===== src/hdl/dlts_pkg.sv =====
// Package for the delta-list task scheduler.
// Holds command and status codes, field widths and parameter defaults.
// No dependencies.
`default_nettype none

package dlts_pkg;

  // Field widths of the words on both channels and of the queue entries.
  localparam int unsigned CmdW    = 2;
  localparam int unsigned IdW     = 8;
  localparam int unsigned InDlyW  = 16;
  localparam int unsigned SlotW   = 4;
  localparam int unsigned StatW   = 2;
  localparam int unsigned RunsW   = 8;

  // Parameter defaults.
  localparam int unsigned MaxTasksDef  = 16;
  localparam int unsigned DelayBitsDef = 16;

  // Most result words one dispatch may produce.
  localparam int unsigned MaxResults = 16;

  // Command codes.
  localparam logic [CmdW-1:0] CMD_TICK = 2'd0;
  localparam logic [CmdW-1:0] CMD_ADD  = 2'd1;
  localparam logic [CmdW-1:0] CMD_DEL  = 2'd2;
  localparam logic [CmdW-1:0] CMD_DISP = 2'd3;

  // Status codes.
  localparam logic [StatW-1:0] ST_OK    = 2'd0;
  localparam logic [StatW-1:0] ST_FULL  = 2'd1;
  localparam logic [StatW-1:0] ST_BAD   = 2'd2;
  localparam logic [StatW-1:0] ST_NONE  = 2'd3;

endpackage

`default_nettype wire


===== src/hdl/dlts_if.sv =====
// Channel interfaces of the delta-list task scheduler.
// Depends on dlts_pkg for the field widths.
`default_nettype none

interface dlts_in_if;
  logic                         valid;
  logic                         ready;
  logic [dlts_pkg::CmdW-1:0]    cmd;
  logic [dlts_pkg::IdW-1:0]     task_id;
  logic [dlts_pkg::InDlyW-1:0]  delay;
  logic [dlts_pkg::InDlyW-1:0]  period;
  logic [dlts_pkg::SlotW-1:0]   slot;

  modport source (output valid, cmd, task_id, delay, period, slot, input ready);
  modport sink   (input valid, cmd, task_id, delay, period, slot, output ready);
endinterface

interface dlts_out_if;
  logic                        valid;
  logic                        ready;
  logic [dlts_pkg::StatW-1:0]  status;
  logic [dlts_pkg::SlotW-1:0]  slot_out;
  logic [dlts_pkg::IdW-1:0]    run_id;
  logic                        last;

  modport source (output valid, status, slot_out, run_id, last, input ready);
  modport sink   (input valid, status, slot_out, run_id, last, output ready);
endinterface

`default_nettype wire


===== src/hdl/delta_list_task_scheduler_unit.sv =====
// Delta-list task scheduler, top level.
// Depends on dlts_pkg and the channel interfaces in dlts_if.sv.
//
// Usage: one command word enters on in_i (tick, add, delete, dispatch) and
// the block answers with one or more result words on out_o; the final word
// of each command has last set. Commands are handled one at a time: in_i is
// ready only while the sequencer is idle.
// All queue entries live in one synchronous memory with one read and one
// write port. Every entry visited takes a read, then a use or write step,
// so the memory port sets the pace of each command:
//   add       walks the list, then shifts the tail up,
//   delete    shifts every entry above the slot down,
//   tick      reads each skipped entry, plus remove and insert for a
//             periodic task that fires,
//   dispatch  reads each entry scanned, plus one removal per finished
//             one-shot task.
// Reset clears the task count and the sequencer; memory contents are never
// read above the count, so no clearing pass is needed.
// A stalled receiver holds the result register; the sequencer waits on it
// only when it has a new word to hand over.
`default_nettype none

module delta_list_task_scheduler_unit #(
  parameter int unsigned MAX_TASKS  = dlts_pkg::MaxTasksDef,
  parameter int unsigned DELAY_BITS = dlts_pkg::DelayBitsDef
) (
  input  wire         clk_i,
  input  wire         rst_ni,
  dlts_in_if.sink     in_i,
  dlts_out_if.source  out_o
);

  localparam int unsigned DW = DELAY_BITS;
  localparam int unsigned AW = (MAX_TASKS > 1) ? $clog2(MAX_TASKS) : 1;
  localparam int unsigned IW = $clog2(MAX_TASKS + 1);
  localparam int unsigned NW = $clog2(dlts_pkg::MaxResults + 1);
  localparam logic [DW-1:0] DMAX = {DW{1'b1}};
  localparam logic [IW-1:0] CNT_MAX = IW'(MAX_TASKS);

  typedef struct packed {
    logic [dlts_pkg::IdW-1:0]   tid;
    logic [DW-1:0]              delta;
    logic [DW-1:0]              period;
    logic [dlts_pkg::RunsW-1:0] runs;
  } entry_t;

  // Sequencer state codes.
  localparam logic [4:0] S_IDLE  = 5'd0;
  localparam logic [4:0] S_IRD   = 5'd1;
  localparam logic [4:0] S_IEV   = 5'd2;
  localparam logic [4:0] S_SRD   = 5'd3;
  localparam logic [4:0] S_SEV   = 5'd4;
  localparam logic [4:0] S_IWR   = 5'd5;
  localparam logic [4:0] S_RRD   = 5'd6;
  localparam logic [4:0] S_REV   = 5'd7;
  localparam logic [4:0] S_MRD   = 5'd8;
  localparam logic [4:0] S_MEV   = 5'd9;
  localparam logic [4:0] S_RDONE = 5'd10;
  localparam logic [4:0] S_TRD   = 5'd11;
  localparam logic [4:0] S_TEV   = 5'd12;
  localparam logic [4:0] S_DRD   = 5'd13;
  localparam logic [4:0] S_DEV   = 5'd14;
  localparam logic [4:0] S_DEND  = 5'd15;
  localparam logic [4:0] S_DDR   = 5'd16;
  localparam logic [4:0] S_FIN   = 5'd17;

  // Queue memory.
  entry_t mem [MAX_TASKS];
  entry_t rdata_q;
  logic             re, we;
  logic [AW-1:0]    raddr, waddr;
  entry_t           wdata;

  always_ff @(posedge clk_i) begin
    if (we) begin
      mem[waddr] <= wdata;
    end
    if (re) begin
      rdata_q <= mem[raddr];
    end
  end

  // Control and working registers.
  logic [4:0]                   st_q, st_d;
  logic [IW-1:0]                cnt_q, cnt_d;
  logic [IW-1:0]                idx_q, idx_d;
  logic [IW-1:0]                pos_q, pos_d;
  logic [DW-1:0]                dly_q, dly_d;
  logic [DW-1:0]                sd_q, sd_d;
  entry_t                       nw_q, nw_d;
  logic [dlts_pkg::CmdW-1:0]    cmd_q, cmd_d;
  logic [MAX_TASKS-1:0]         drop_q, drop_d;
  logic [NW-1:0]                n_q, n_d;
  logic [dlts_pkg::StatW-1:0]   rs_st_q, rs_st_d;
  logic [dlts_pkg::SlotW-1:0]   rs_sl_q, rs_sl_d;
  // Dispatch word held back until it is known whether it is the last one.
  logic                         pv_q, pv_d;
  logic [dlts_pkg::SlotW-1:0]   psl_q, psl_d;
  logic [dlts_pkg::IdW-1:0]     pid_q, pid_d;
  // Result register.
  logic                         ov_q, ov_d;
  logic [dlts_pkg::StatW-1:0]   ost_q, ost_d;
  logic [dlts_pkg::SlotW-1:0]   osl_q, osl_d;
  logic [dlts_pkg::IdW-1:0]     oid_q, oid_d;
  logic                         olast_q, olast_d;

  logic in_acc;
  logic [DW-1:0] d_sat, p_sat;
  logic [DW:0]   dsum;
  logic [IW-1:0] idx_m1, idx_p1;

  assign in_i.ready = (st_q == S_IDLE);
  assign in_acc     = in_i.valid && in_i.ready;

  assign out_o.valid    = ov_q;
  assign out_o.status   = ost_q;
  assign out_o.slot_out = osl_q;
  assign out_o.run_id   = oid_q;
  assign out_o.last     = olast_q;

  // Saturate the input delays to the delta width.
  assign d_sat = (32'(in_i.delay) > 32'(DMAX)) ? DMAX : DW'(in_i.delay);
  assign p_sat = (32'(in_i.period) > 32'(DMAX)) ? DMAX : DW'(in_i.period);

  assign dsum   = {1'b0, rdata_q.delta} + {1'b0, sd_q};
  assign idx_m1 = idx_q - IW'(1);
  assign idx_p1 = idx_q + IW'(1);

  // Sequencer.
  always_comb begin
    st_d    = st_q;
    cnt_d   = cnt_q;
    idx_d   = idx_q;
    pos_d   = pos_q;
    dly_d   = dly_q;
    sd_d    = sd_q;
    nw_d    = nw_q;
    cmd_d   = cmd_q;
    drop_d  = drop_q;
    n_d     = n_q;
    rs_st_d = rs_st_q;
    rs_sl_d = rs_sl_q;
    pv_d    = pv_q;
    psl_d   = psl_q;
    pid_d   = pid_q;
    ov_d    = ov_q && !out_o.ready;
    ost_d   = ost_q;
    osl_d   = osl_q;
    oid_d   = oid_q;
    olast_d = olast_q;
    re      = 1'b0;
    raddr   = idx_q[AW-1:0];
    we      = 1'b0;
    waddr   = idx_q[AW-1:0];
    wdata   = rdata_q;

    unique case (st_q)
      S_IDLE: begin
        if (in_acc) begin
          cmd_d   = in_i.cmd;
          rs_st_d = dlts_pkg::ST_OK;
          rs_sl_d = '0;
          idx_d   = '0;
          unique case (in_i.cmd)
            dlts_pkg::CMD_TICK: begin
              st_d = (cnt_q == '0) ? S_FIN : S_TRD;
            end
            dlts_pkg::CMD_ADD: begin
              if (cnt_q == CNT_MAX) begin
                rs_st_d = dlts_pkg::ST_FULL;
                st_d    = S_FIN;
              end else begin
                nw_d  = '{tid: in_i.task_id, delta: '0, period: p_sat, runs: '0};
                dly_d = d_sat;
                st_d  = S_IRD;
              end
            end
            dlts_pkg::CMD_DEL: begin
              if (8'(in_i.slot) >= 8'(cnt_q)) begin
                rs_st_d = dlts_pkg::ST_BAD;
                st_d    = S_FIN;
              end else begin
                pos_d = IW'(in_i.slot);
                st_d  = S_RRD;
              end
            end
            dlts_pkg::CMD_DISP: begin
              drop_d = '0;
              n_d    = '0;
              st_d   = S_DRD;
            end
            default: st_d = S_FIN;
          endcase
        end
      end

      // Insert: walk the list subtracting passed deltas.
      S_IRD: begin
        if (idx_q == cnt_q) begin
          pos_d = idx_q;
          st_d  = S_IWR;
        end else begin
          re   = 1'b1;
          st_d = S_IEV;
        end
      end
      S_IEV: begin
        if (dly_q >= rdata_q.delta) begin
          dly_d = dly_q - rdata_q.delta;
          idx_d = idx_p1;
          st_d  = S_IRD;
        end else begin
          pos_d = idx_q;
          idx_d = cnt_q;
          st_d  = S_SRD;
        end
      end
      // Shift entries up by one, from the tail down to the insert point.
      S_SRD: begin
        re    = 1'b1;
        raddr = idx_m1[AW-1:0];
        st_d  = S_SEV;
      end
      S_SEV: begin
        we = 1'b1;
        if (idx_m1 == pos_q) begin
          wdata.delta = rdata_q.delta - dly_q;
          st_d        = S_IWR;
        end else begin
          idx_d = idx_m1;
          st_d  = S_SRD;
        end
      end
      S_IWR: begin
        we          = 1'b1;
        waddr       = pos_q[AW-1:0];
        wdata       = nw_q;
        wdata.delta = dly_q;
        cnt_d       = cnt_q + IW'(1);
        if (cmd_q == dlts_pkg::CMD_ADD) begin
          rs_sl_d = dlts_pkg::SlotW'(pos_q);
        end
        st_d = S_FIN;
      end

      // Remove: fold the delta into the successor and shift the rest down.
      S_RRD: begin
        re    = 1'b1;
        raddr = pos_q[AW-1:0];
        st_d  = S_REV;
      end
      S_REV: begin
        sd_d  = rdata_q.delta;
        idx_d = pos_q;
        st_d  = ((pos_q + IW'(1)) < cnt_q) ? S_MRD : S_RDONE;
      end
      S_MRD: begin
        re    = 1'b1;
        raddr = idx_p1[AW-1:0];
        st_d  = S_MEV;
      end
      S_MEV: begin
        we = 1'b1;
        if (idx_q == pos_q) begin
          wdata.delta = dsum[DW] ? DMAX : dsum[DW-1:0];
        end
        if ((IW'(idx_q + IW'(2)) < cnt_q) && (idx_q + IW'(2) > idx_q)) begin
          idx_d = idx_p1;
          st_d  = S_MRD;
        end else begin
          st_d = S_RDONE;
        end
      end
      S_RDONE: begin
        cnt_d = cnt_q - IW'(1);
        unique case (cmd_q)
          dlts_pkg::CMD_TICK: begin
            idx_d = '0;
            st_d  = S_IRD;
          end
          dlts_pkg::CMD_DISP: begin
            idx_d = pos_q;
            st_d  = S_DDR;
          end
          default: st_d = S_FIN;
        endcase
      end

      // Tick: skip fired one-shots, then count down or fire the head.
      S_TRD: begin
        if (idx_q == cnt_q) begin
          st_d = S_FIN;
        end else begin
          re   = 1'b1;
          st_d = S_TEV;
        end
      end
      S_TEV: begin
        if (rdata_q.period == '0 && rdata_q.runs != '0) begin
          idx_d = idx_p1;
          st_d  = S_TRD;
        end else if (rdata_q.delta != '0) begin
          we          = 1'b1;
          wdata.delta = rdata_q.delta - DW'(1);
          st_d        = S_FIN;
        end else begin
          wdata.runs = (rdata_q.runs == '1) ? rdata_q.runs : rdata_q.runs + 8'd1;
          if (rdata_q.period == '0) begin
            we   = 1'b1;
            st_d = S_FIN;
          end else begin
            nw_d  = wdata;
            dly_d = rdata_q.period;
            pos_d = idx_q;
            st_d  = S_RRD;
          end
        end
      end

      // Dispatch: scan for pending runs, one word per ready task.
      S_DRD: begin
        if (idx_q == cnt_q || n_q == NW'(dlts_pkg::MaxResults)) begin
          st_d = S_DEND;
        end else begin
          re   = 1'b1;
          st_d = S_DEV;
        end
      end
      S_DEV: begin
        if (rdata_q.runs == '0) begin
          idx_d = idx_p1;
          st_d  = S_DRD;
        end else if (!(pv_q && ov_q)) begin
          if (pv_q) begin
            ov_d    = 1'b1;
            ost_d   = dlts_pkg::ST_OK;
            osl_d   = psl_q;
            oid_d   = pid_q;
            olast_d = 1'b0;
          end
          pv_d       = 1'b1;
          psl_d      = dlts_pkg::SlotW'(idx_q);
          pid_d      = rdata_q.tid;
          we         = 1'b1;
          wdata.runs = rdata_q.runs - 8'd1;
          if (rdata_q.runs == 8'd1 && rdata_q.period == '0) begin
            drop_d[idx_q[AW-1:0]] = 1'b1;
          end
          n_d   = n_q + NW'(1);
          idx_d = idx_p1;
          st_d  = S_DRD;
        end
      end
      S_DEND: begin
        if (!pv_q) begin
          rs_st_d = dlts_pkg::ST_NONE;
          st_d    = S_FIN;
        end else if (!ov_q) begin
          ov_d    = 1'b1;
          ost_d   = dlts_pkg::ST_OK;
          osl_d   = psl_q;
          oid_d   = pid_q;
          olast_d = 1'b1;
          pv_d    = 1'b0;
          idx_d   = cnt_q;
          st_d    = S_DDR;
        end
      end
      // Remove finished one-shot tasks from the back to the front.
      S_DDR: begin
        if (idx_q == '0) begin
          st_d = S_IDLE;
        end else if (drop_q[idx_m1[AW-1:0]]) begin
          drop_d[idx_m1[AW-1:0]] = 1'b0;
          pos_d = idx_m1;
          st_d  = S_RRD;
        end else begin
          idx_d = idx_m1;
        end
      end

      // Hand the single result word to the output register.
      S_FIN: begin
        if (!ov_q) begin
          ov_d    = 1'b1;
          ost_d   = rs_st_q;
          osl_d   = rs_sl_q;
          oid_d   = '0;
          olast_d = 1'b1;
          st_d    = S_IDLE;
        end
      end
      default: st_d = S_IDLE;
    endcase
  end

  // Control registers.
  always_ff @(posedge clk_i or negedge rst_ni) begin
    if (!rst_ni) begin
      st_q   <= S_IDLE;
      cnt_q  <= '0;
      ov_q   <= 1'b0;
      pv_q   <= 1'b0;
      drop_q <= '0;
      n_q    <= '0;
    end else begin
      st_q   <= st_d;
      cnt_q  <= cnt_d;
      ov_q   <= ov_d;
      pv_q   <= pv_d;
      drop_q <= drop_d;
      n_q    <= n_d;
    end
  end

  // Payload registers.
  always_ff @(posedge clk_i) begin
    idx_q   <= idx_d;
    pos_q   <= pos_d;
    dly_q   <= dly_d;
    sd_q    <= sd_d;
    nw_q    <= nw_d;
    cmd_q   <= cmd_d;
    rs_st_q <= rs_st_d;
    rs_sl_q <= rs_sl_d;
    psl_q   <= psl_d;
    pid_q   <= pid_d;
    ost_q   <= ost_d;
    osl_q   <= osl_d;
    oid_q   <= oid_d;
    olast_q <= olast_d;
  end

  // The queue never holds more than its capacity.
  a_cnt_bound: assert property (@(posedge clk_i) disable iff (!rst_ni)
    cnt_q <= CNT_MAX)
    else $error("task count above capacity");

  // Memory writes stay below the task count plus one slot of growth.
  a_wr_addr: assert property (@(posedge clk_i) disable iff (!rst_ni)
    we |-> (IW'(waddr) <= cnt_q) && (IW'(waddr) < CNT_MAX))
    else $error("memory write outside the queue");

  // A dispatch never produces more words than allowed.
  a_disp_bound: assert property (@(posedge clk_i) disable iff (!rst_ni)
    n_q <= NW'(dlts_pkg::MaxResults))
    else $error("dispatch word count overflow");

  // A delete of a slot at or beyond the count is refused and leaves the count.
  a_bad_del: assert property (@(posedge clk_i) disable iff (!rst_ni)
    in_acc && in_i.cmd == dlts_pkg::CMD_DEL && 8'(in_i.slot) >= 8'(cnt_q)
    |=> rs_st_q == dlts_pkg::ST_BAD && $stable(cnt_q))
    else $error("bad delete not refused");

  // A new command is only taken with no word held back.
  a_idle_clean: assert property (@(posedge clk_i) disable iff (!rst_ni)
    in_acc |-> !pv_q)
    else $error("command accepted with a pending dispatch word");

endmodule

`default_nettype wire


===== src/flat_wrapper.sv =====
// flat-port wrapper written by rule: the top's interface ports become plain ports
module delta_list_task_scheduler_unit_flat 
#(
  parameter int unsigned MAX_TASKS  = dlts_pkg::MaxTasksDef,
  parameter int unsigned DELAY_BITS = dlts_pkg::DelayBitsDef
)
  (clk_i, rst_ni, in_i_valid, in_i_cmd, in_i_task_id, in_i_delay, in_i_period, in_i_slot, in_i_ready, out_o_valid, out_o_status, out_o_slot_out, out_o_run_id, out_o_last, out_o_ready);
  dlts_in_if in_i_i ();
  dlts_out_if out_o_i ();
  input  wire clk_i;
  input  wire rst_ni;
  input wire logic [$bits(in_i_i.valid)-1:0] in_i_valid;
  input wire logic [$bits(in_i_i.cmd)-1:0] in_i_cmd;
  input wire logic [$bits(in_i_i.task_id)-1:0] in_i_task_id;
  input wire logic [$bits(in_i_i.delay)-1:0] in_i_delay;
  input wire logic [$bits(in_i_i.period)-1:0] in_i_period;
  input wire logic [$bits(in_i_i.slot)-1:0] in_i_slot;
  output wire logic [$bits(in_i_i.ready)-1:0] in_i_ready;
  output wire logic [$bits(out_o_i.valid)-1:0] out_o_valid;
  output wire logic [$bits(out_o_i.status)-1:0] out_o_status;
  output wire logic [$bits(out_o_i.slot_out)-1:0] out_o_slot_out;
  output wire logic [$bits(out_o_i.run_id)-1:0] out_o_run_id;
  output wire logic [$bits(out_o_i.last)-1:0] out_o_last;
  input wire logic [$bits(out_o_i.ready)-1:0] out_o_ready;
  assign in_i_i.valid = in_i_valid;
  assign in_i_i.cmd = in_i_cmd;
  assign in_i_i.task_id = in_i_task_id;
  assign in_i_i.delay = in_i_delay;
  assign in_i_i.period = in_i_period;
  assign in_i_i.slot = in_i_slot;
  assign in_i_ready = in_i_i.ready;
  assign out_o_valid = out_o_i.valid;
  assign out_o_status = out_o_i.status;
  assign out_o_slot_out = out_o_i.slot_out;
  assign out_o_run_id = out_o_i.run_id;
  assign out_o_last = out_o_i.last;
  assign out_o_i.ready = out_o_ready;
  delta_list_task_scheduler_unit #(.MAX_TASKS(MAX_TASKS), .DELAY_BITS(DELAY_BITS)) u_core (.clk_i(clk_i), .rst_ni(rst_ni), .in_i(in_i_i), .out_o(out_o_i));
endmodule

===== config.mk =====
export PLATFORM = sky130hd
export DESIGN_NAME = delta_list_task_scheduler_unit_flat
export DESIGN_NICKNAME = d
export VERILOG_FILES = /design/src/hdl/dlts_pkg.sv /design/src/hdl/dlts_if.sv /design/src/hdl/delta_list_task_scheduler_unit.sv /design/src/flat_wrapper.sv
export SDC_FILE = /design/constraint.sdc
export NUM_CORES = 1
export LEC_CHECK = 0
export BUFFER_PORTS_ARGS = -buffer_cell sky130_fd_sc_hd__buf_2
export CAP_MARGIN = 10
export CORE_MARGIN = 1.5
export CORE_UTILIZATION = 53
export DETAILED_ROUTE_END_ITERATION = 10
export GPL_TIMING_DRIVEN = 0
export PLACE_DENSITY = 0.72
export SYNTH_ARGS = -nofsm -noshare
export SYNTH_HDL_FRONTEND = slang
export SYNTH_SLANG_ARGS = --single-unit

===== constraint.sdc =====
create_clock -name clk_i -period 5.6 [get_ports clk_i]
set_input_delay 0.84 -clock clk_i [delete_from_list [all_inputs] [get_ports clk_i]]
set_output_delay 0.84 -clock clk_i [all_outputs]
set_load 0.02 [all_outputs]

# Word level (Yosys, flattened, before mapping)
# Memory sizes are Yosys's and may differ from the RTL's. A register that Yosys moved wholly into a read port is not among the register bits.
# Index checks and enable logic that the tools add are counted.
word_totals:
  ff_bits: 142
  latch_bits: 0
  ram_bits: 768
  romBits: 0
  inputBits: 50
  word_cells: 314
  memories: 1
memory_table:
  columns: ["memory", "words", "width", "read_ports", "rd_clocked_by_memory_dff", "write_ports", "line", "rtl"]
  rows:
  - ["u_core.mem", 16, 48, 1, 1, 1, "delta_list_task_scheduler_unit.sv:68", "entry_t mem [MAX_TASKS];"]
classes:
  addsub: 13
  n_mul: 0
  div_mod_pow: 0
  magnitude_cmp: 9
  n_eq_ne: 60
  shift: 0
  muxes: 157
  bitwise: 5
  reduce_logical: 47
op_table:
  columns: ["operator", "n"]
  rows:
  - ["$mux W16", 20]
  - ["$mux W48", 6]
  - ["$mux W5", 40]
  - ["$mux W8", 12]
  - ["$pmux W16 S3", 2]
  - ["$pmux W48 S2", 1]
  - ["$pmux W5 S18", 1]
  - ["$pmux W16 S4", 1]
  - ["$pmux W5 S10", 1]
  - ["$pmux W8 S3", 2]
  - ["$eq A5 B4 Y1 const B", 8]
  - ["$pmux W5 S2", 4]
  - ["$mux W4", 9]
  - ["$ne A2 B2 Y1 const B", 18]
  - ["$sub A16 B16 Y16", 2]
  - ["$mux W1", 28]
  - ["$pmux W5 S5", 1]
  - ["$mux W2", 12]
  - ["$pmux W4 S3", 2]
  - ["$reduce_and A11 Y1", 2]
  - ["$add A5 B1 Y5 const B", 4]
  - ["$eq A5 B3 Y1 const B", 4]
  - ["$eq A5 B5 Y1 const B", 4]
  - ["$pmux W5 S4", 1]
  - ["55 further kinds", 106]

# Longest topological paths before layout
# Gate-level depths: netlist of the first run.
logic_depth:
  ltp_word: 10
  depth_mapped: 14

# Worst setup path before layout of the first run
# Ideal clock, no wire load.
synth_path:
  path_type: "flip-flop to flip-flop"
  startpoint: "reg, netlist name u_core.rdata_q[30]"
  endpoint: "reg u_core.nw_q[0] in the netlist's numbering (enable)"
  arrival_time_ns: 4.234
  setup_slack_ns: 0.900
  path_stages_with_launch: 5
  n_path_buf: 0
  synth_period_minus_slack_ns: 4.700
  path_cell_list: "edfxtp_1 or4_4 or4_4 or3_1 o21ai_0"
synth_between:
  elab_chain_len: 3
synth_rtl:
  columns: ["item", "line", "rtl"]
  rows:
  - ["$reduce_bool A16 Y1", "delta_list_task_scheduler_unit.sv:302", "end else if (rdata_q.delta != '0) begin"]
  - ["$ne A2 B2 Y1 (no line)", null, null]
  - ["$reduce_and A7 Y1 (no line)", null, null]
  - ["end signal, assigned", "delta_list_task_scheduler_unit.sv:422", "nw_q <= nw_d;"]
  - ["end, declared", "delta_list_task_scheduler_unit.sv:90", "entry_t nw_q, nw_d;"]
# Every way passes these cells.
# A chain may end at the register's enable or synchronous reset.

# Worst setup path after layout of the first run
layout_path:
  startpoint: "reg u_core.idx_q[0]"
  endpoint: "reg, netlist name u_core.rdata_q[37]"
layout_between:
  elab_chain_len: 4
  word_cells_on_any_way: 8
  cone_classes: "add/sub (2); eq/ne (1); mux (4); reduce/logical (1)"
layout_rtl:
  columns: ["item", "line", "rtl"]
  rows:
  - ["start, declared", "delta_list_task_scheduler_unit.sv:86", "logic [IW-1:0] idx_q, idx_d;"]
  - ["start signal, assigned", "delta_list_task_scheduler_unit.sv:418", "idx_q <= idx_d;"]
  - ["parallel branches: the longest is 4 deep, another holds $add A5 B1 Y5", null, null]
# Parallel ways; which one is timed is not known.

==> metrics.sh, run 1 <==
CHIPHEIGHT_MICRONS=292
POSTSYNTHAREAPERCELL_SQ_UM=14.3
CP_LAUNCH_TYPE='register'
TIMING.CRITICAL_PATH.SLOWEST_STAGE_CELL='o2111ai_1'
SYNTH-ASYNC-RESET-RATIO=0.0344
GRT_MAX_DEGREE=34
CLOCK_SKEW_AFTER_LAYOUT_NS=0.0605
CRITICAL_PATH.ENDPOINT_TYPE='register'
CLKLATENCYLATEPIN_NS=0.69
ROUTED_MET1_LENGTH_MICRONS=51000
GRT_ANTENNA_BEFORE_REPAIR=6
POSTCTSRESIZEDCELLS=0
FIRST_GLOBAL_VIAS=27100
WORST_IR_DROP_VDD_uV=382
CTS_SINK_CNT=958
DR.PASS1.ITERS=6
SETUP_REPAIR_AFTER_GLOBAL_ROUTING_MISSED_ITS_MARGIN='no'
FINALSETUPVIOLATIONS=0
SYNTH.LIB_CELLS_USED.DISTINCT=83
SYN2LAYOUT_AREA_GROWTH_PCT=13.6
LAYOUT.CORE_UTILIZATION=0.610
POST-DP-HPWL_MICRONS=84000
CRITICAL_PATH.CELL_CHAIN='buf_2 > buf_2 > inv_1 > ha_1 > clkbuf_1 > xnor2_1 > o2111ai_1 > buf_2 > clkbuf_1 > mux2i_1'
SYNTH.TOP_CELL.AREA_SHARE=0.628
DETAILROUTE.WIRELENGTH.MET2_MICRONS=55800
ROUTED-WL-MET3_MICRONS=10700
CLOCKBUFFERDEPTH=3
STD_CELL_ROWS=105
CTS.HOLD.BUFFERS_ADDED=0
TOTAL_OF_FLIP_FLOPS_PLUS_LATCHES_AFTER_SYNTHESIS=958
MAX_CAP_VIOLS=0
CRITPATHKIND='register to register'
HOLD_VIOL_FINAL=0
TIMING.CRITICAL_PATH.REQUIRED_NS=6.02
CRIT-REG2REG-LAUNCH='u_core.idx_q[0]$_DFFE_PP_'
YS_TOP_CELLS_BY_COUNT='925 x edfxtp_1, 731 x mux2i_1, 257 x nand2_1, 129 x o21ai_0, 125 x nor2_1'
POST_DRT_WL_PER_CELL_MICRONS=27.2
CP-STARTPOINT='u_core.idx_q[0]$_DFFE_PP_'
YOSYS.CELL_COUNT.TOP_TYPE='edfxtp_1'
CELLLEAKAGEPOWER_nW=19.3
MIN_DELAY_PATH_CLASS='input port to asynchronous set/reset pin'
GRT_FIRST_PASS_WIRELENGTH_MICRONS=176000
ROUTE.TOP_LAYER_USED='met5'
DP_SLACK_NS=0.0108
POSTCTSSETUPREPAIRBUFS=0
WORSTMARGINPINSLEW_NS=1.31
RELSLEWSLACK=0.130
DRTANTENNAVIOLNETS=0
FIN_SETUP_TNS_NS=0
DIE_X_MICRONS=292
FMAX_GHz=0.189
GROUTE.USAGE.OVERALL=0.282
POST_SYNTH_INST_COUNT=3084
TOTALWIRELENGTH_MICRONS=121000
TIMING.FINAL.WS_SETUP_NS=0.311
GLOBAL_ROUTE.OVERFLOW_TOTAL=0
CTS-HTREE-LEVELS=3
GPL.FINAL_WEIGHTED_CONGESTION=0.942
MINIMUM_SETUP_SLACK_AMONG_REG_TO_REG_PATHS_NS=0.31
VIA_PER_INST=6.17
FINAL-MAX-SLEW-VIOLATION-COUNT=0
TIMING.CRITICAL_PATH.FANOUT_MAX=10
DRCVIOLATIONCOUNT=0
DRIVE_ABOVE_1_SHARE=0.115
OUTCOME='complete, no violations'
INITIAL_UTILIZATION=0.537
PIN_COUNT=67
TIMING.FINAL.CRIT_SHARE=0.945
N_FILL_CELL=6164
NUMBER_OF_WARNINGS_ISSUED_BY_YOSYS=0
PATH_CLK_SLEW_NS=0.06
SYNTH_TOP_CELL_BY_AREA='edfxtp_1'
NUMPORTBUFFERS=66
SYNTH_EDF_COUNT=925
R2R.WORST_PATH.CELLS=10
REG2REG_TO='u_core.rdata_q[37]$_DFFE_PP_'
POWERDENSITY_nW_PER_UM2=666
VIAS=27500
INSERTED_CLOCK_BUFFERS=99
MIN_PERIOD_NS=5.29
CRIT_PATH_FREQUENT_CELL='buf_2'
FLOORPLAN.DIE_AREA_SQ_UM=85200
SYNTH-SEQ-AREA-SHARE=0.646
DETAIL_ROUTE.ITER0.VIOLATIONS=2872
COMBINED_AREA_OF_ALL_SYNTHESIZED_CELLS_SQ_UM=44200
CPPEAKSTAGEDELAY_NS=0.96
SYNTH_TOP_FLOP_CELL='edfxtp_1'
ROOT_DRIVER='clkbuf_16'
CORE_FOOTPRINT_SQ_UM=82400
SYNTH_FP_NETS=3222
NETLIST_TOP_CELLS_AREA='edfxtp_1 63%, mux2i_1 17%, ha_1 2.4%'
LAYOUT.NETS=3440
WORST_EP_ARRIVAL_TIME_NS=5.71
CTS_TREE='yes'
CRIT_END='u_core.rdata_q[37]$_DFFE_PP_'
[through the flow]
step | instance area [sq um] | hold slack (ns) | std cells | total power [W]
final | 50300 | 0.321 | 4454 | 0.0335
after global placement | 45900 | 0.464 | 4220 | 0.0263
after global routing | 50300 | 0.354 | 4452 | 0.0349
after CTS | 50200 | 0.324 | 4445 | 0.0334
after detailed placement | 47000 | 0.466 | 4264 | 0.0268
after floorplan | 44200 | 0.424 | 3084 | 0.0217
[placed cells by master, fill, tap and decap left out, types with 10 or more instances in the layout]
| master | netlist | routed |
|---|---|---|
| nand4_1 | 16 | 16 |
| o211ai_1 | 15 | 15 |
| a22oi_1 | 11 | 11 |
| clkbuf_16 | 0 | 99 |
| clkinv_1 | 1 | 19 |
| buf_1 | 12 | 13 |
| buf_12 | 0 | 27 |
| a221o_1 | 11 | 11 |
| nor4_1 | 15 | 14 |
| ha_1 | 84 | 84 |
| nand2_1 | 257 | 257 |
| nand2b_1 | 12 | 12 |
| clkinv_2 | 0 | 13 |
| edfxtp_1 | 925 | 925 |
| mux2i_1 | 731 | 731 |
| nor2b_1 | 14 | 14 |
| buf_16 | 0 | 10 |
| nor2_1 | 125 | 108 |
| o21a_1 | 10 | 10 |
| o21ai_0 | 129 | 128 |
| nand3_1 | 37 | 37 |
| xor2_1 | 22 | 22 |
| inv_1 | 79 | 79 |
| dfrtp_1 | 33 | 33 |
| nor2_4 | 0 | 16 |
| nor3_1 | 28 | 28 |
| clkbuf_1 | 66 | 94 |
| a211oi_1 | 11 | 11 |
| buf_2 | 39 | 107 |
| a21o_1 | 18 | 18 |
| buf_4 | 43 | 48 |
| a31oi_1 | 34 | 34 |
| xnor2_1 | 47 | 47 |
| a21oi_1 | 85 | 84 |
| a221oi_1 | 11 | 10 |
| and2_1 | 19 | 19 |
[kinds of logic (layout without fill, tap and decap cells)]
family / count (synthesis) / after routing / synth area share
and+or+nand+nor: 571 / 571 / 0.0585
other: 0 / 2 / 0
muxes: 742 / 742 / 0.169
xor gates and xnor gates: 71 / 71 / 0.0147
DFF: 958 / 958 / 0.646
AOI/OAI and AO/OA: 412 / 412 / 0.0601
buffers and inverters: 241 / 539 / 0.0254
adders and majority gates: 89 / 89 / 0.0258
[critical path: cells and delay by family, from the launching register on]
kind / cells / cell delay (ns)
buf+inv: 6 / 2.58
compound gates: 1 / 0.96
flops: 1 / 0.49
mux: 1 / 0.47
xor+xnor: 1 / 0.34
fa+ha+maj: 1 / 0.21
[final cells by class]
class | instances | area, sq um | area share
clock inverter | 51 | 601 | 0.0119
sequential | 958 | 28600 | 0.569
tap | 1070 | 1340 | 0.0266
clock buffer | 130 | 2610 | 0.0520
antenna | 2 | 5.00 | 0.0000996
inverter | 80 | 300 | 0.00597
multi-input combinational | 1885 | 14700 | 0.293
buffer | 161 | 823 | 0.0164
timing repair buffer | 117 | 1270 | 0.0252
[registers in the layout (all words and copies together), names as in the netlist, 5 cells and up]
signal               flops
u_core.dly_q            16
u_core.drop_q           16
u_core.pos_q             5
u_core.out_o.run_id      8
u_core.rdata_q          48
u_core.cnt_q             5
u_core.pid_q             8
u_core.idx_q             5
u_core.nw_q             32
u_core.sd_q             16
u_core.st_q              5
u_core.mem             768
u_core.n_q               5
[worst min-delay path by stage]
stage	from	to	slack [ns]	cells after the start
after floorplan	u_core.idx_q[3]$_DFFE_PP_	u_core.psl_q[3]$_DFFE_PP_	0.42	0
after global placement	u_core.idx_q[3]$_DFFE_PP_	u_core.psl_q[3]$_DFFE_PP_	0.46	0
after detailed placement	u_core.idx_q[3]$_DFFE_PP_	u_core.psl_q[3]$_DFFE_PP_	0.47	0
after CTS	rst_ni	u_core.pv_q$_DFFE_PN0P_	0.32	1
after global routing	out_o_ready	u_core.out_o.valid$_DFF_PN0_	0.35	2
final	rst_ni	u_core.cnt_q[2]$_DFFE_PN0P_	0.32	1
[power breakdown]
| part | leakage (nW) | internal (W) | total (W) | switching, W |
|---|---|---|---|---|
| Clock | 1.55 | 0.00369 | 0.00647 | 0.00278 |
| Combinational | 8.91 | 0.00596 | 0.0162 | 0.0102 |
| Sequential | 8.82 | 0.0103 | 0.0108 | 0.000550 |
| Total | 19.3 | 0.0199 | 0.0335 | 0.0136 |
[metal layers]
layer  vias to the layer above  global-route usage
met5                         -                   0
met4                         2              0.0840
met3                       211              0.0517
met2                      1310               0.444
met1                     13800               0.400
li1                      12200                   -
(Power assumes the default switching activity.)
==> inputs of run 2 (changes only) <==
Settings changed: PLACE_DENSITY 0.72 to 0.75.
Clock period 5.6 ns to 4.4 ns, I/O delays scaled along.
==> run 2 against run 1 <==
  * Setup slack worse by 0.23 ns
  * Sequential power rose by 28%
  * Sequential share of layout area is 0.20 points lower
  * Count of clock-buffer cells in the layout decreased by 14
  * Total power rose by 27%
  * Clock power rose by 24%
  * Die area stayed put
  * Utilization rose by 0.22 points
  * Critical path depth is 3 higher
  * Clock skew is 0.0079 ns lower
  * Fmax up 22%
==> metrics.sh, run 2 (synthesis gave the netlist of run 1 again) <==
DIE_X_MICRONS=292  # unchanged
GPL.FINAL_WEIGHTED_CONGESTION=0.917  # -2.6%
CTS_SINK_CNT=958  # unchanged
MIN_DELAY_PATH_CLASS='input port to asynchronous set/reset pin'
CLKLATENCYLATEPIN_NS=0.69  # about the same
CHIPHEIGHT_MICRONS=292  # unchanged
CP_LAUNCH_TYPE='register'
DETAIL_ROUTE.ITER0.VIOLATIONS=3560  # +24%
LARGEST_REGISTER_FFS=768  # unchanged
SHARE_CLK_OF_TOTAL_POWER=0.189  # -0.004
ROOT_DRIVER='clkbuf_16'
PATH_CLK_SLEW_NS=0.06  # about the same
NUMPORTBUFFERS=66  # unchanged
POST-DP-HPWL_MICRONS=82700  # -1.5%
INTERNAL_POWER_W=0.0253  # +27%
POWER_SWITCHING_SHARE=0.406  # about the same
POST_DRT_WL_PER_CELL_MICRONS=26.8  # -1.2%
HOLD_VIOL_FINAL=0  # unchanged
FINAL_AREA_SQ_UM=50500  # +0.36%
STD_CELL_ROWS=105  # unchanged
N_FILL_CELL=6032  # -2.1%
CTS_TREE='yes'
TOTAL_POWER_W=0.0425  # +27%
MAX_CAP_VIOLS=0  # unchanged
CELLLEAKAGEPOWER_nW=19.4  # +0.46%
GLOBAL_ROUTE.OVERFLOW_TOTAL=0  # unchanged
VIA_PER_INST=6.22  # +0.74%
WORST_IR_DROP_VDD_uV=392  # +2.7%
LAYOUT.NETS=3447  # +0.20%
CRIT_END='u_core.rdata_q[7]$_DFFE_PP_'
SEQUENTIALPOWERSHARE=0.325  # +0.002
LAYOUT.CELLS.MOST_COMMON='edfxtp_1'
CRITICAL_PATH.ENDPOINT_TYPE='register'
GRT_MAX_DEGREE=34  # unchanged
PIN_COUNT=67  # unchanged
FMAX_GHz=0.231  # +22%
DR.PASS1.ITERS=5  # -1
LARGEST_REGISTERS='u_core.mem x768, u_core.rdata_q x48, u_core.nw_q x32'
CORE_FOOTPRINT_SQ_UM=82400  # unchanged
R2R.WORST_PATH.CELLS=13  # +3
LAYOUT.AREA.SEQ_SQ_UM=28600  # unchanged
GROUTE.USAGE.OVERALL=0.279  # -0.00302
CRITICAL_PATH.CELL_CHAIN='buf_2 > buf_2 > inv_1 > ha_1 > a21boi_2 > and2_1 > a221oi_1 > o21ai_0 > clkbuf_2 > buf_4 > clkbuf_4 > mux2i_1 > mux2i_1'
CLOCK_SKEW_AFTER_LAYOUT_NS=0.0527  # -0.00785 ns
WORSTMARGINPINSLEW_NS=1.31  # +0.00300 ns
CLOCKBUFFERDEPTH=3  # unchanged
CRIT-REG2REG-LAUNCH='u_core.idx_q[2]$_DFFE_PP_'
DRCVIOLATIONCOUNT=0  # unchanged
CTS-HTREE-LEVELS=3  # unchanged
INITIAL_UTILIZATION=0.537  # unchanged
SETUP_REPAIR_AFTER_GLOBAL_ROUTING_MISSED_ITS_MARGIN='yes'
CP-STARTPOINT='u_core.idx_q[2]$_DFFE_PP_'
POWER.SWITCHING_W=0.0172  # +27%
WORST_EP_ARRIVAL_TIME_NS=4.69  # -1.02 ns
CRITPATHKIND='register to register'
DRIVE_ABOVE_1_SHARE=0.130  # +0.0151
TIMING.CRITICAL_PATH.FANOUT_MAX=10  # unchanged
INSERTED_CLOCK_BUFFERS=97  # -2.0%
SYN2LAYOUT_AREA_GROWTH_PCT=14.0
GRT_ANTENNA_BEFORE_REPAIR=2  # -4
RELSLEWSLACK=0.128  # -0.00200
CPPEAKSTAGEDELAY_NS=0.52  # -0.44 ns
FLOORPLAN.DIE_AREA_SQ_UM=85200  # unchanged
FINAL-MAX-SLEW-VIOLATION-COUNT=0  # unchanged
TIMING.CRITICAL_PATH.SLOWEST_STAGE_CELL='edfxtp_1'
LAYOUT.CORE_UTILIZATION=0.612  # +0.00219
MULTI_INPUT_COMB_AREA_SQ_UM=14900  # +1.3%
REGISTERS.TOP_BY_FF_COUNT='u_core.mem'
POST_DP_CELL_AREA_SQ_UM=46900  # -0.13%
TOTALWIRELENGTH_MICRONS=120000  # -1.0%
POWER.COMBINATIONAL.FRACTION=0.486  # +0.002
FINALSETUPVIOLATIONS=0  # unchanged
POWERDENSITY_nW_PER_UM2=842  # +26%
DRTANTENNAVIOLNETS=0  # unchanged
TIMING.FINAL.WS_SETUP_NS=0.0762  # -0.235 ns
TIMING.FINAL.CRIT_SHARE=0.983  # +0.0382
REG2REG_TO='u_core.rdata_q[7]$_DFFE_PP_'
DP_SLACK_NS=-1.30  # -1.31 ns
TIMING.CRITICAL_PATH.REQUIRED_NS=4.77  # -1.25 ns
OUTCOME='complete, no violations'
MIN_PERIOD_NS=4.32  # -0.965 ns
MOST-COMMON-LAYOUT-CELLS='925 x edfxtp_1, 730 x mux2i_1, 256 x nand2_1'
GRT_FIRST_PASS_WIRELENGTH_MICRONS=175000  # -0.47%
MINIMUM_SETUP_SLACK_AMONG_REG_TO_REG_PATHS_NS=0.08  # -0.23 ns
VIAS=27700  # +0.88%
FIRST_GLOBAL_VIAS=27400  # +0.94%
[run 2: cell types whose count changed in the layout (fill, tap and decap cells not counted), moves of 5 or more]
cell	previous run	this run
clkbuf_1	94	76
buf_4	48	63
clkbuf_2	2	11
buf_1	13	7
clkinv_1	19	24
o2111ai_1	8	3
[run 2: worst min path at each step]
stage                                       from                           to  cells after the start
finish                                    rst_ni  u_core.cnt_q[3]$_DFFE_PN0P_                      1
global route                              rst_ni  u_core.cnt_q[0]$_DFFE_PN0P_                      1
CTS                                       rst_ni   u_core.st_q[0]$_DFFE_PN0P_                      1
detailed placement  u_core.rdata_q[42]$_DFFE_PP_    u_core.pid_q[2]$_DFFE_PP_                      0
global placement    u_core.rdata_q[42]$_DFFE_PP_    u_core.pid_q[2]$_DFFE_PP_                      0
floorplan                                 rst_ni  u_core.cnt_q[0]$_DFFE_PN0P_                      0
[run 2: power by group through the flow]
stage | clock [W] | sequential [W] | combinational [W]
detailed placement | 0 | 0.0140 | 0.0201
global placement | 0 | 0.0140 | 0.0192
floorplan | 0 | 0.0137 | 0.0140
finish | 0.00803 | 0.0138 | 0.0207
global route | 0.00849 | 0.0139 | 0.0220
CTS | 0.00811 | 0.0138 | 0.0203
[run 2: per-layer routing]
metal / part of all wire / global-route usage / vias up
li1: - / - / 12200
met1: 0.41 / 0.390 / 13900
met2: 0.48 / 0.456 / 1409
met3: 0.089 / 0.0368 / 200
met4: 0.026 / 0.0855 / 4
met5: 0.00023 / 0 / -
[run 2: final cells by class]
class / instances / area share
sequential: 958 / 0.567
clock buffer: 116 / 0.0495
timing repair buffer: 128 / 0.0266
multi-input combinational: 1885 / 0.295
buffer: 159 / 0.0168
tap: 1070 / 0.0265
clock inverter: 63 / 0.0121
antenna: 1 / 0.0000496
inverter: 80 / 0.00603
[run 2: stage by stage]
step | setup TNS, ns | cells | hold WS, ns
floorplan | 0 | 3084 | 0.364
global placement | -3145.30 | 4220 | 0.473
detailed placement | -473.28 | 4260 | 0.475
CTS | 0 | 4446 | 0.0992
global route | -0.573 | 4459 | 0.156
finish | 0 | 4460 | 0.125
[run 2: worst max-delay path: cells and delay by family (launching register included)]
kind            cells  cell delay [ns]
simple gates        1             0.22
mux                 2             0.54
fa+ha+maj           1             0.23
buf+inv             6             1.93
flops               1             0.52
compound gates      3             0.58
[run 2: timing repair]
action / in CTS / in global routing
resized for setup: 24 / 40
hold buffers: 0 / 0
setup endpoints to repair: 1032 / 634
pin swaps: 8 / 4
setup buffers: 9 / 10
